### src/design/sprs_pkg.sv
`timescale 1ns / 1ps

package sprs_pkg;

  localparam int PRIME_WIDTH_DEF = 32;
  localparam int FIELD_W         = 32;
  localparam int WIDE_W          = 64;
  localparam int WHEEL_W         = 16;
  localparam int SPAN_W          = 41;
  localparam int BOUND_W         = 33;
  localparam int ROOT_W          = 32;
  localparam int CFG_ADDR_W      = 2;

  localparam logic [CFG_ADDR_W-1:0] REG_WHEEL_MODULUS = 2'd0;
  localparam logic [CFG_ADDR_W-1:0] REG_LOWER_LIMIT   = 2'd1;
  localparam logic [CFG_ADDR_W-1:0] REG_BLOCK_SPAN    = 2'd2;

  typedef struct packed {
    logic [FIELD_W-1:0] prime;
    logic               action;
    logic               restart;
  } in_item_t;

  typedef struct packed {
    logic [FIELD_W-1:0] root;
    logic [FIELD_W-1:0] lower_residue;
    logic               not_coprime;
  } out_item_t;

endpackage

### src/design/sieve_prime_root_setup.sv
`timescale 1ns / 1ps

// Per-prime root and start-residue setup for a wheel sieve. One item is
// taken at a time: in_ready is high only while the sequencer is idle, and
// a finished result waits in the output register while the next item is
// taken. An item takes a square root on a restart and another when a
// linear prime moves the block forward, then (low bound + 1) mod prime
// and wheel_modulus mod prime on the shared bit-serial divider, then
// Euclid steps on the same divider, at most about 1.44 * PRIME_WIDTH of
// them. Prime zero or one skips the divider altogether.
module sieve_prime_root_setup #(
  parameter int PRIME_WIDTH = sprs_pkg::PRIME_WIDTH_DEF
) (
  input  logic                             clk,
  input  logic                             rst_n,
  input  logic                             in_valid,
  output logic                             in_ready,
  input  sprs_pkg::in_item_t               in_item,
  output logic                             out_valid,
  input  logic                             out_ready,
  output sprs_pkg::out_item_t              out_item,
  input  logic                             cfg_we,
  input  logic [sprs_pkg::CFG_ADDR_W-1:0]  cfg_addr,
  input  logic [sprs_pkg::WIDE_W-1:0]      cfg_data
);

  localparam int WW = sprs_pkg::WIDE_W;
  localparam int TW = PRIME_WIDTH + 3;
  localparam int FW = sprs_pkg::FIELD_W;

  typedef enum logic [11:0] {
    ST_IDLE     = 12'b000000000001,
    ST_RSQ_WAIT = 12'b000000000010,
    ST_CHK      = 12'b000000000100,
    ST_ASQ_WAIT = 12'b000000001000,
    ST_RES      = 12'b000000010000,
    ST_RES_WAIT = 12'b000000100000,
    ST_AMOD     = 12'b000001000000,
    ST_AMOD_WT  = 12'b000010000000,
    ST_EUC      = 12'b000100000000,
    ST_EUC_WAIT = 12'b001000000000,
    ST_FIN      = 12'b010000000000,
    ST_SPARE    = 12'b100000000000
  } state_t;

  state_t state_r, state_nxt;

  // configuration
  logic [sprs_pkg::WHEEL_W-1:0] wm_r;
  logic [WW-1:0]                ll_r;
  logic [sprs_pkg::SPAN_W-1:0]  span_r;

  // block tracking
  logic [WW-1:0]                 blo_r, blo_nxt;
  logic [WW-1:0]                 bhi_r, bhi_nxt;
  logic [sprs_pkg::BOUND_W-1:0]  bnd_r, bnd_nxt;

  // item and Euclid working set
  logic [PRIME_WIDTH-1:0] p_r, p_nxt;
  logic                   act_r, act_nxt;
  logic [PRIME_WIDTH-1:0] r0_r, r0_nxt, r1_r, r1_nxt;
  logic signed [TW-1:0]   t0_r, t0_nxt, t1_r, t1_nxt;
  logic [PRIME_WIDTH-1:0] resid_r, resid_nxt;
  logic [PRIME_WIDTH-1:0] root_r, root_nxt;
  logic                   nc_r, nc_nxt;

  // output slot
  logic                   out_valid_r, out_valid_nxt;
  sprs_pkg::out_item_t    out_r, out_nxt;

  // shared units
  logic                   div_start, div_long, div_done;
  logic [WW-1:0]          div_dvd;
  logic [PRIME_WIDTH-1:0] div_dsr, div_rem;
  logic signed [TW-1:0]   div_mul, div_prod;
  logic                   sq_start, sq_done;
  logic [WW-1:0]          sq_n;
  logic [sprs_pkg::ROOT_W-1:0] sq_root;

  logic [WW-1:0]          wm_ext;
  logic signed [TW-1:0]   inv_s;
  logic [PRIME_WIDTH-1:0] inv;

  sprs_div #(.PRIME_WIDTH(PRIME_WIDTH), .TW(TW)) u_div (
    .clk(clk), .rst_n(rst_n), .start(div_start), .long_mode(div_long),
    .dividend(div_dvd), .divisor(div_dsr), .mult(div_mul),
    .done(div_done), .rem(div_rem), .prod(div_prod)
  );

  sprs_isqrt u_isqrt (
    .clk(clk), .rst_n(rst_n), .start(sq_start), .n(sq_n),
    .done(sq_done), .root(sq_root)
  );

  assign wm_ext = WW'(wm_r);

  always_comb begin
    state_nxt     = state_r;
    blo_nxt       = blo_r;
    bhi_nxt       = bhi_r;
    bnd_nxt       = bnd_r;
    p_nxt         = p_r;
    act_nxt       = act_r;
    r0_nxt        = r0_r;
    r1_nxt        = r1_r;
    t0_nxt        = t0_r;
    t1_nxt        = t1_r;
    resid_nxt     = resid_r;
    root_nxt      = root_r;
    nc_nxt        = nc_r;
    out_valid_nxt = out_valid_r && !out_ready;
    out_nxt       = out_r;
    div_start     = 1'b0;
    div_long      = 1'b1;
    div_dvd       = '0;
    div_dsr       = p_r;
    div_mul       = '0;
    sq_start      = 1'b0;
    sq_n          = bhi_r + wm_ext;
    inv_s         = (t0_r < 0) ? (t0_r + $signed(TW'(p_r))) : t0_r;
    inv           = inv_s[PRIME_WIDTH-1:0];

    case (state_r)
      ST_IDLE: begin
        if (in_valid) begin
          p_nxt   = in_item.prime[PRIME_WIDTH-1:0];
          act_nxt = in_item.action;
          if (in_item.restart) begin
            // reload tracking; the root is taken of block_high + modulus
            blo_nxt   = ll_r;
            bhi_nxt   = ll_r + WW'(span_r) - wm_ext;
            sq_n      = ll_r + WW'(span_r);
            sq_start  = 1'b1;
            state_nxt = ST_RSQ_WAIT;
          end else begin
            state_nxt = ST_CHK;
          end
        end
      end
      ST_RSQ_WAIT: begin
        if (sq_done) begin
          bnd_nxt   = sprs_pkg::BOUND_W'(sq_root) + sprs_pkg::BOUND_W'(1);
          state_nxt = ST_CHK;
        end
      end
      ST_CHK: begin
        if (!act_r && (sprs_pkg::BOUND_W'(p_r) > bnd_r)) begin
          // advance the block once
          blo_nxt   = bhi_r + wm_ext;
          bhi_nxt   = bhi_r + WW'(span_r);
          sq_n      = bhi_r + WW'(span_r) + wm_ext;
          sq_start  = 1'b1;
          state_nxt = ST_ASQ_WAIT;
        end else begin
          state_nxt = ST_RES;
        end
      end
      ST_ASQ_WAIT: begin
        if (sq_done) begin
          bnd_nxt   = sprs_pkg::BOUND_W'(sq_root) + sprs_pkg::BOUND_W'(1);
          state_nxt = ST_RES;
        end
      end
      ST_RES: begin
        if (p_r < PRIME_WIDTH'(2)) begin
          resid_nxt = '0;
          root_nxt  = '0;
          nc_nxt    = 1'b1;
          state_nxt = ST_FIN;
        end else begin
          div_dvd   = (act_r ? ll_r : blo_r) + WW'(1);
          div_start = 1'b1;
          state_nxt = ST_RES_WAIT;
        end
      end
      ST_RES_WAIT: begin
        if (div_done) begin
          resid_nxt = div_rem;
          state_nxt = ST_AMOD;
        end
      end
      ST_AMOD: begin
        div_dvd   = wm_ext;
        div_start = 1'b1;
        state_nxt = ST_AMOD_WT;
      end
      ST_AMOD_WT: begin
        if (div_done) begin
          r0_nxt    = p_r;
          r1_nxt    = div_rem;
          t0_nxt    = '0;
          t1_nxt    = TW'(1);
          state_nxt = ST_EUC;
        end
      end
      ST_EUC: begin
        if (r1_r == '0) begin
          // gcd sits in r0; coefficient of the modulus in t0
          nc_nxt    = (r0_r != PRIME_WIDTH'(1));
          root_nxt  = (r0_r != PRIME_WIDTH'(1)) ? '0 : (p_r - inv);
          state_nxt = ST_FIN;
        end else begin
          div_long  = 1'b0;
          div_dvd   = WW'(r0_r);
          div_dsr   = r1_r;
          div_mul   = t1_r;
          div_start = 1'b1;
          state_nxt = ST_EUC_WAIT;
        end
      end
      ST_EUC_WAIT: begin
        if (div_done) begin
          r0_nxt    = r1_r;
          r1_nxt    = div_rem;
          t0_nxt    = t1_r;
          t1_nxt    = t0_r - div_prod;
          state_nxt = ST_EUC;
        end
      end
      ST_FIN: begin
        // hold until the output slot is free
        if (!out_valid_r || out_ready) begin
          out_valid_nxt         = 1'b1;
          out_nxt.root          = FW'(root_r);
          out_nxt.lower_residue = FW'(resid_r);
          out_nxt.not_coprime   = nc_r;
          state_nxt             = ST_IDLE;
        end
      end
      default: state_nxt = ST_IDLE;
    endcase
  end

  always_ff @(posedge clk) begin
    if (!rst_n) begin
      state_r     <= ST_IDLE;
      out_valid_r <= 1'b0;
      wm_r        <= sprs_pkg::WHEEL_W'(30);
      ll_r        <= '0;
      span_r      <= sprs_pkg::SPAN_W'(1048576);
      blo_r       <= '0;
      bhi_r       <= '0;
      bnd_r       <= '0;
    end else begin
      state_r     <= state_nxt;
      out_valid_r <= out_valid_nxt;
      blo_r       <= blo_nxt;
      bhi_r       <= bhi_nxt;
      bnd_r       <= bnd_nxt;
      if (cfg_we) begin
        case (cfg_addr)
          sprs_pkg::REG_WHEEL_MODULUS: wm_r   <= cfg_data[sprs_pkg::WHEEL_W-1:0];
          sprs_pkg::REG_LOWER_LIMIT:   ll_r   <= cfg_data;
          sprs_pkg::REG_BLOCK_SPAN:    span_r <= cfg_data[sprs_pkg::SPAN_W-1:0];
          default: ;
        endcase
      end
    end
    p_r     <= p_nxt;
    act_r   <= act_nxt;
    r0_r    <= r0_nxt;
    r1_r    <= r1_nxt;
    t0_r    <= t0_nxt;
    t1_r    <= t1_nxt;
    resid_r <= resid_nxt;
    root_r  <= root_nxt;
    nc_r    <= nc_nxt;
    out_r   <= out_nxt;
  end

  assign in_ready  = (state_r == ST_IDLE);
  assign out_valid = out_valid_r;
  assign out_item  = out_r;

endmodule

### src/design/sprs_div.sv
`timescale 1ns / 1ps

// Restoring divider, one quotient bit a cycle. While quotient bits appear
// MSB first, accumulate quotient * mult by shift-and-add.
module sprs_div #(
  parameter int PRIME_WIDTH = sprs_pkg::PRIME_WIDTH_DEF,
  parameter int TW          = PRIME_WIDTH + 3
) (
  input  logic                         clk,
  input  logic                         rst_n,
  input  logic                         start,
  input  logic                         long_mode,
  input  logic [sprs_pkg::WIDE_W-1:0]  dividend,
  input  logic [PRIME_WIDTH-1:0]       divisor,
  input  logic signed [TW-1:0]         mult,
  output logic                         done,
  output logic [PRIME_WIDTH-1:0]       rem,
  output logic signed [TW-1:0]         prod
);

  localparam int WW = sprs_pkg::WIDE_W;

  logic                   busy_r, busy_nxt;
  logic                   done_r, done_nxt;
  logic [6:0]             cnt_r, cnt_nxt;
  logic [WW-1:0]          dvd_r, dvd_nxt;
  logic [PRIME_WIDTH-1:0] dsr_r, dsr_nxt;
  logic [PRIME_WIDTH-1:0] rem_r, rem_nxt;
  logic signed [TW-1:0]   mul_r, mul_nxt;
  logic signed [TW-1:0]   prod_r, prod_nxt;
  logic [PRIME_WIDTH:0]   trial;
  logic                   qbit;

  always_comb begin
    trial    = {rem_r, dvd_r[WW-1]};
    qbit     = (trial >= {1'b0, dsr_r});
    busy_nxt = busy_r;
    done_nxt = 1'b0;
    cnt_nxt  = cnt_r;
    dvd_nxt  = dvd_r;
    dsr_nxt  = dsr_r;
    rem_nxt  = rem_r;
    mul_nxt  = mul_r;
    prod_nxt = prod_r;
    if (start) begin
      busy_nxt = 1'b1;
      cnt_nxt  = long_mode ? 7'(WW) : 7'(PRIME_WIDTH);
      dvd_nxt  = long_mode ? dividend
                           : {dividend[PRIME_WIDTH-1:0], {(WW-PRIME_WIDTH){1'b0}}};
      dsr_nxt  = divisor;
      rem_nxt  = '0;
      mul_nxt  = mult;
      prod_nxt = '0;
    end else if (busy_r) begin
      rem_nxt  = qbit ? PRIME_WIDTH'(trial - {1'b0, dsr_r}) : trial[PRIME_WIDTH-1:0];
      prod_nxt = (prod_r <<< 1) + (qbit ? mul_r : TW'(0));
      dvd_nxt  = {dvd_r[WW-2:0], 1'b0};
      cnt_nxt  = cnt_r - 7'd1;
      if (cnt_r == 7'd1) begin
        busy_nxt = 1'b0;
        done_nxt = 1'b1;
      end
    end
  end

  always_ff @(posedge clk) begin
    if (!rst_n) begin
      busy_r <= 1'b0;
      done_r <= 1'b0;
      cnt_r  <= '0;
    end else begin
      busy_r <= busy_nxt;
      done_r <= done_nxt;
      cnt_r  <= cnt_nxt;
    end
    dvd_r  <= dvd_nxt;
    dsr_r  <= dsr_nxt;
    rem_r  <= rem_nxt;
    mul_r  <= mul_nxt;
    prod_r <= prod_nxt;
  end

  assign done = done_r;
  assign rem  = rem_r;
  assign prod = prod_r;

endmodule

### src/design/sprs_isqrt.sv
`timescale 1ns / 1ps

// Digit-by-digit integer square root of a 64-bit value.
module sprs_isqrt (
  input  logic                         clk,
  input  logic                         rst_n,
  input  logic                         start,
  input  logic [sprs_pkg::WIDE_W-1:0]  n,
  output logic                         done,
  output logic [sprs_pkg::ROOT_W-1:0]  root
);

  localparam int WW = sprs_pkg::WIDE_W;

  logic          busy_r, busy_nxt;
  logic          done_r, done_nxt;
  logic [WW-1:0] n_r, n_nxt;
  logic [WW-1:0] res_r, res_nxt;
  logic [WW-1:0] bit_r, bit_nxt;
  logic [WW-1:0] sum;

  always_comb begin
    sum      = res_r + bit_r;
    busy_nxt = busy_r;
    done_nxt = 1'b0;
    n_nxt    = n_r;
    res_nxt  = res_r;
    bit_nxt  = bit_r;
    if (start) begin
      busy_nxt = 1'b1;
      n_nxt    = n;
      res_nxt  = '0;
      bit_nxt  = {2'b01, {(WW-2){1'b0}}};
    end else if (busy_r) begin
      if (n_r >= sum) begin
        n_nxt   = n_r - sum;
        res_nxt = (res_r >> 1) + bit_r;
      end else begin
        res_nxt = res_r >> 1;
      end
      bit_nxt = bit_r >> 2;
      if (bit_r[0]) begin
        busy_nxt = 1'b0;
        done_nxt = 1'b1;
      end
    end
  end

  always_ff @(posedge clk) begin
    if (!rst_n) begin
      busy_r <= 1'b0;
      done_r <= 1'b0;
    end else begin
      busy_r <= busy_nxt;
      done_r <= done_nxt;
    end
    n_r   <= n_nxt;
    res_r <= res_nxt;
    bit_r <= bit_nxt;
  end

  assign done = done_r;
  assign root = res_r[sprs_pkg::ROOT_W-1:0];

endmodule

### config.mk
export PLATFORM = sky130hd
export DESIGN_NAME = sieve_prime_root_setup
export DESIGN_NICKNAME = d
export VERILOG_FILES = /design/src/design/sprs_pkg.sv /design/src/design/sieve_prime_root_setup.sv /design/src/design/sprs_div.sv /design/src/design/sprs_isqrt.sv
export SDC_FILE = /design/constraint.sdc
export NUM_CORES = 2
export LEC_CHECK = 0
export BUFFER_PORTS_ARGS = -buffer_cell sky130_fd_sc_hd__clkbuf_2
export CORE_ASPECT_RATIO = 1.4
export CORE_MARGIN = 2
export CORE_UTILIZATION = 64
export DETAILED_ROUTE_END_ITERATION = 7
export PLACE_DENSITY = 0.81
export RECOVER_POWER = 50
export SETUP_SLACK_MARGIN = 0.15
export SKIP_LAST_GASP = 1
export SYNTH_ARGS = -nofsm -noshare
export SYNTH_HDL_FRONTEND = slang
export SYNTH_SLANG_ARGS = --single-unit
### constraint.sdc
create_clock -name clk -period 9.49 [get_ports clk]
set_input_delay 2.3725 -clock clk [delete_from_list [all_inputs] [get_ports clk]]
set_output_delay 2.3725 -clock clk [all_outputs]
set_load 0.005 [all_outputs]
# [Word level (Yosys, flattened, before mapping)]
# Cells that the tools add are included.
[totals] regBits=961
[op_classes] addsub=16 magnitude_cmp=5 n_eq_ne=27 mux=79 bitwise=4 n_reduce_logical=33
[op_table] operator="$mux W64" n=18
[op_table] operator="$pmux W64 S2" n=3
[op_table] operator="$mux W32" n=11
[op_table] operator="$pmux W32 S2" n=3
[op_table] operator="$pmux W64 S3" n=1
[op_table] operator="$mux W35" n=5
[op_table] operator="$pmux W35 S2" n=2
[op_table] operator="$add A64 B16 Y64" n=2
[op_table] operator="$add A64 B41 Y64" n=2
[op_table] operator="$pmux W12 S10" n=1
[op_table] operator="$mux W12" n=6
[op_table] operator="$add A63 B63 Y64" n=1
[op_table] operator="$add A64 B1 Y64 const B" n=1
[op_table] operator="$add A64 B63 Y64" n=1
[op_table] operator="$ge A64 B64 Y1" n=1
[op_table] operator="$sub A32 B32 Y32" n=2
[op_table] operator="$sub A64 B16 Y64" n=1
[op_table] operator="$sub A64 B64 Y64" n=1
[op_table] operator="$add A35 B35 Y35" n=1
[op_table] operator="$lt A35 B1 Y1 const B" n=1
[op_table] operator="$sub A35 B35 Y35" n=1
[op_table] operator="$add A32 B1 Y33 const B" n=1
[op_table] operator="$ge A33 B32 Y1" n=1
[op_table] operator="$gt A32 B33 Y1" n=1
[op_table] operator="other kinds (40)" n=96

# [Longest topological paths before layout]
[depth] word_depth=6 ltp_mapped=30 mapped_depth_nobuf=28

# [Modules after synthesis]
# A second synthesis with hierarchy kept.
[unflattened] cells_unflattened=8575 area_unflattened_um2=71164.5
[modules_own_cells] mod="sieve_prime_root_setup" instances=1 cells_each=5310 area_per_inst_um2=43703.2 seq_area_each_um2=14804.2
[modules_own_cells] mod="sprs_isqrt" instances=1 cells_each=2029 area_per_inst_um2=15616.2 seq_area_each_um2=3883.7
[modules_own_cells] mod="sprs_div" instances=1 cells_each=1236 area_per_inst_um2=11845.1 seq_area_each_um2=5455.2

# [Worst setup path after synthesis]
# No wires, ideal clock.
[synth_timing] path_type="reg2reg" start="reg u_isqrt.res_r[2]" end="reg u_isqrt.n_r[0] (enable)" arrival_time_ns=6.625 required_time_ns=8.797 setup_slack_ns=2.172 stages_incl_launch_ff=26 path_buffers=2 synth_period_minus_slack_ns=7.318 path_cell_list="dfxtp_1 > ha_1 > a31o_2 > a31oi_1 > o311ai_0 > a221o_1 > a21o_1 > a21oi_1 > o21bai_1 > a31oi_1 > xor2_1 > ha_1 > clkbuf_1 > a21o_1 > a21o_1 > a21o_1 > a21o_1 > a21o_1 > a21o_1 > a221oi_1 > o31a_1 > o21bai_1 > o21ai_1 > clkbuf_1 > nand2b_1 > nand2_1"
[synth_via] elab_chain_len=4
[synth_lines] element="from (decl)" line_no="sprs_isqrt.sv:18" rtl="logic [WW-1:0] res_r, res_nxt;"
[synth_lines] element="from (signal assigned)" line_no="sprs_isqrt.sv:58" rtl="res_r <= res_nxt;"
[synth_lines] element="$add A64 B63 Y64" line_no="sprs_isqrt.sv:23" rtl="sum = res_r + bit_r;"
[synth_lines] element="$ge A64 B64 Y1" line_no="sprs_isqrt.sv:35" rtl="if (n_r >= sum) begin"
[synth_lines] element="$reduce_bool A2 Y1 (no source line)"
[synth_lines] element="$reduce_and A2 Y1 (no source line)"
[synth_lines] element="to (signal assigned)" line_no="sprs_isqrt.sv:57" rtl="n_r <= n_nxt;"
[synth_lines] element="to (decl)" line_no="sprs_isqrt.sv:17" rtl="logic [WW-1:0] n_r, n_nxt;"
# No other way between the ends.
# A chain may end at the register's enable or synchronous reset.

==> run metrics <==
largest area contributor in the netlist=edfxtp_1; Synth top area share=21.9%; Num CTS Buffers=96; maximum vdd drop=0.000411 V; Slew @ Worst Pin=4.26 ns; Post-CTS Resized=0; ys async rst share=0%; vias in the first global route=60200; max frequency=0.118 GHz; Final Non-Filler Cells=9345; Tot Pwr=0.0169 W; Placed Cells=9155; clock root buffer=clkbuf_16; number of setup buffers added after CTS=0; first-pass GRT wire length=349000 µm; Yosys cell types=105; clock tree buffer depth=3; CTS sink cnt=960; GP Congestion=1.01; Slew Viols, Final=1037; wire per inst=25.0 µm; H-tree depth=3; nets=8469; Detail Placement HPWL=173000 µm; initial DRC count=6029; number of synthesized register bits=960; sequential share of the synthesized area=35.7%; Final setup viols=0; latest clock arrival within the worst-skew pair=0.74 ns; leakage=27.8 nW; Mapped Avg Cell Area=8.51 µm²; minimum clock period=8.48 ns; Ports=172; drt pass-1 iters=8; Worst Reg-to-Reg Cells=25; clk_skew=0.0217 ns; layout cells sized above 1=6.58%; relative slew slack=-184%; antenna-violating nets left=0; PD cells=232 nW/µm²; crit-path cells=clkbuf_2 > buf_4 > clkinvlp_2 > clkbuf_4 > a311oi_1 > o21a_1; hold path cells=0; Top FF cell, synth=edfxtp_1; syn nets=8509; crit start category=input port; Required @ worst endpoint=10.17 ns; CP Capture Type=register; WP depth=6; Rows=141; Slowest cell on crit path=clkinvlp_2; failing checks=capacitance limit, slew limit; CTS tree=yes; Ys Warns=0; Mapped Cells=7936; grt total ovfl=0; Hold WC Path Type=reg2reg; Die Wd=279 µm; crit-path max cell delay=3.19 ns; fin crit share=89.4%; Synth area leaders=edfxtp_1, dfxtp_1, ha_1; critical path class=in2reg; DR vias/cell=6.66; largest net degree at the start of global routing=170; Core Area=105000 µm²; EDFF count, synth=492; Final Hold Fails=0; Die Ht=388 µm; Total GRT Usage=42.0%; Buf/Inv on CP=4; CP Max Fanout=169; Arrival @ worst endpoint=9.16 ns; Area growth syn-to-layout=7.59%; initial antenna violation count=14; Initial Util=64.3%; DRC=0; max cap viols=20; Hold Buf Count CTS=0; CP delay by family, top=buffers and inverters; clock-pin slew on the worst setup and hold paths=0.07 ns; Routed WL=234000 µm; RSZ-0062 raised after global routing=false; via count=62200; full die area=108000 µm²; mapped cell area=67600 µm²; setup TNS=0 ns; port bufs=171; status=complete, but fails checks
[layout by cell type (no fill, tap or decap), types with 155 or more instances in the layout]
master | synthesis | layout
nor2_1 | 797 | 794
o21ai_0 | 402 | 401
xor2_1 | 253 | 253
nor3_1 | 160 | 160
a21o_1 | 208 | 208
xnor2_1 | 387 | 387
edfxtp_1 | 492 | 492
a21oi_1 | 654 | 654
nand2_1 | 916 | 914
mux2i_1 | 162 | 162
nand3_1 | 158 | 157
a211oi_1 | 155 | 155
inv_1 | 260 | 259
dfxtp_1 | 468 | 466
ha_1 | 457 | 457
[Yosys cell counts (68+ instances only)]
cell and n:
o211ai_1 80, mux2i_1 162, inv_1 260, a21o_1 208, a211oi_1 155, nor4_1 68, and3_1 83, a21oi_1 654
o21a_1 78, xnor2_1 387, dfxtp_1 468, clkbuf_1 346, and2_1 150, nand3_1 158, nand4_1 96, nor3_1 160
nand2b_1 98, o21ai_0 402, edfxtp_1 492, nand2_1 916, ha_1 457, nor2b_1 103, a31oi_1 102, nor2_1 797
xor2_1 253
[cells by family after synthesis]
logic type / after synthesis / synth area share (%)
buf+inv: 666 / 3.75
mux: 201 / 3.05
simple gates: 2838 / 19.7
compound gates: 2163 / 20.6
flops: 960 / 35.7
fa+ha+maj: 468 / 8.79
xor+xnor: 640 / 8.30
[sequential cells by signal, summed over array words and instances, names as in the netlist, 35 cells and up]
| signal | count |
|---|---|
| out_item | 65 |
| bhi_r | 64 |
| blo_r | 64 |
| ll_r | 64 |
| u_div.dvd_r | 64 |
| u_isqrt.n_r | 64 |
| u_isqrt.res_r | 64 |
| span_r | 41 |
| t0_r | 35 |
| t1_r | 35 |
| u_div.mul_r | 35 |
| u_div.prod | 35 |
[per-layer routing]
metal	global-route usage, %	routed length [µm]	vias up
met4	38.2	25300	10
li1	-	-	28700
met2	72.3	111000	3034
met3	7.15	17600	1091
met1	43.9	79300	29500
met5	0	88	-
[where the power goes]
part	total (W)	internal [W]	switching [W]	leakage, nW
Sequential	0.00560	0.00497	0.000636	8.57
Clock	0.00414	0.00231	0.00183	1.62
Combinational	0.00713	0.00278	0.00435	17.6
[path summary, 6_finish.rpt]
path                                  from                             end  slack [ns]
max                                  rst_n          bhi_r[38]$_SDFFE_PN0P_        1.01
min              resid_r[22]$_SDFFCE_PP0P_          out_item[23]$_DFFE_PP_        0.41
min reg2reg      resid_r[22]$_SDFFCE_PP0P_          out_item[23]$_DFFE_PP_        0.41
max reg2reg  u_isqrt.res_r[2]$_SDFFE_PP0P_  u_isqrt.res_r[60]$_SDFFE_PP0P_        1.81
[through the flow]
| step | area, µm² | util, % | setup slack, ns | hold WS [ns] |
|---|---|---|---|---|
| floorplan | 67600 | - | 2.17 | 0.400 |
| global placement | 69500 | 66.1 | 2.21 | 0.400 |
| detailed placement | 69500 | 66.1 | 1.96 | 0.405 |
| CTS | 72800 | 69.3 | 1.93 | 0.414 |
| global route | 72700 | 69.1 | 0.718 | 0.421 |
| finish | 72700 | 69.1 | 1.01 | 0.413 |
[final cells by class]
| type | count | area (µm²) |
|---|---|---|
| timing repair buffer | 267 | 1500 |
| inverter | 261 | 982 |
| sequential | 960 | 24200 |
| clock inverter | 57 | 709 |
| tap | 1358 | 1700 |
| fill | 8360 | 32500 |
| multi-input combinational | 6310 | 41000 |
| clock buffer | 123 | 2670 |
| antenna | 9 | 22.5 |
(Power assumes the default switching activity.)
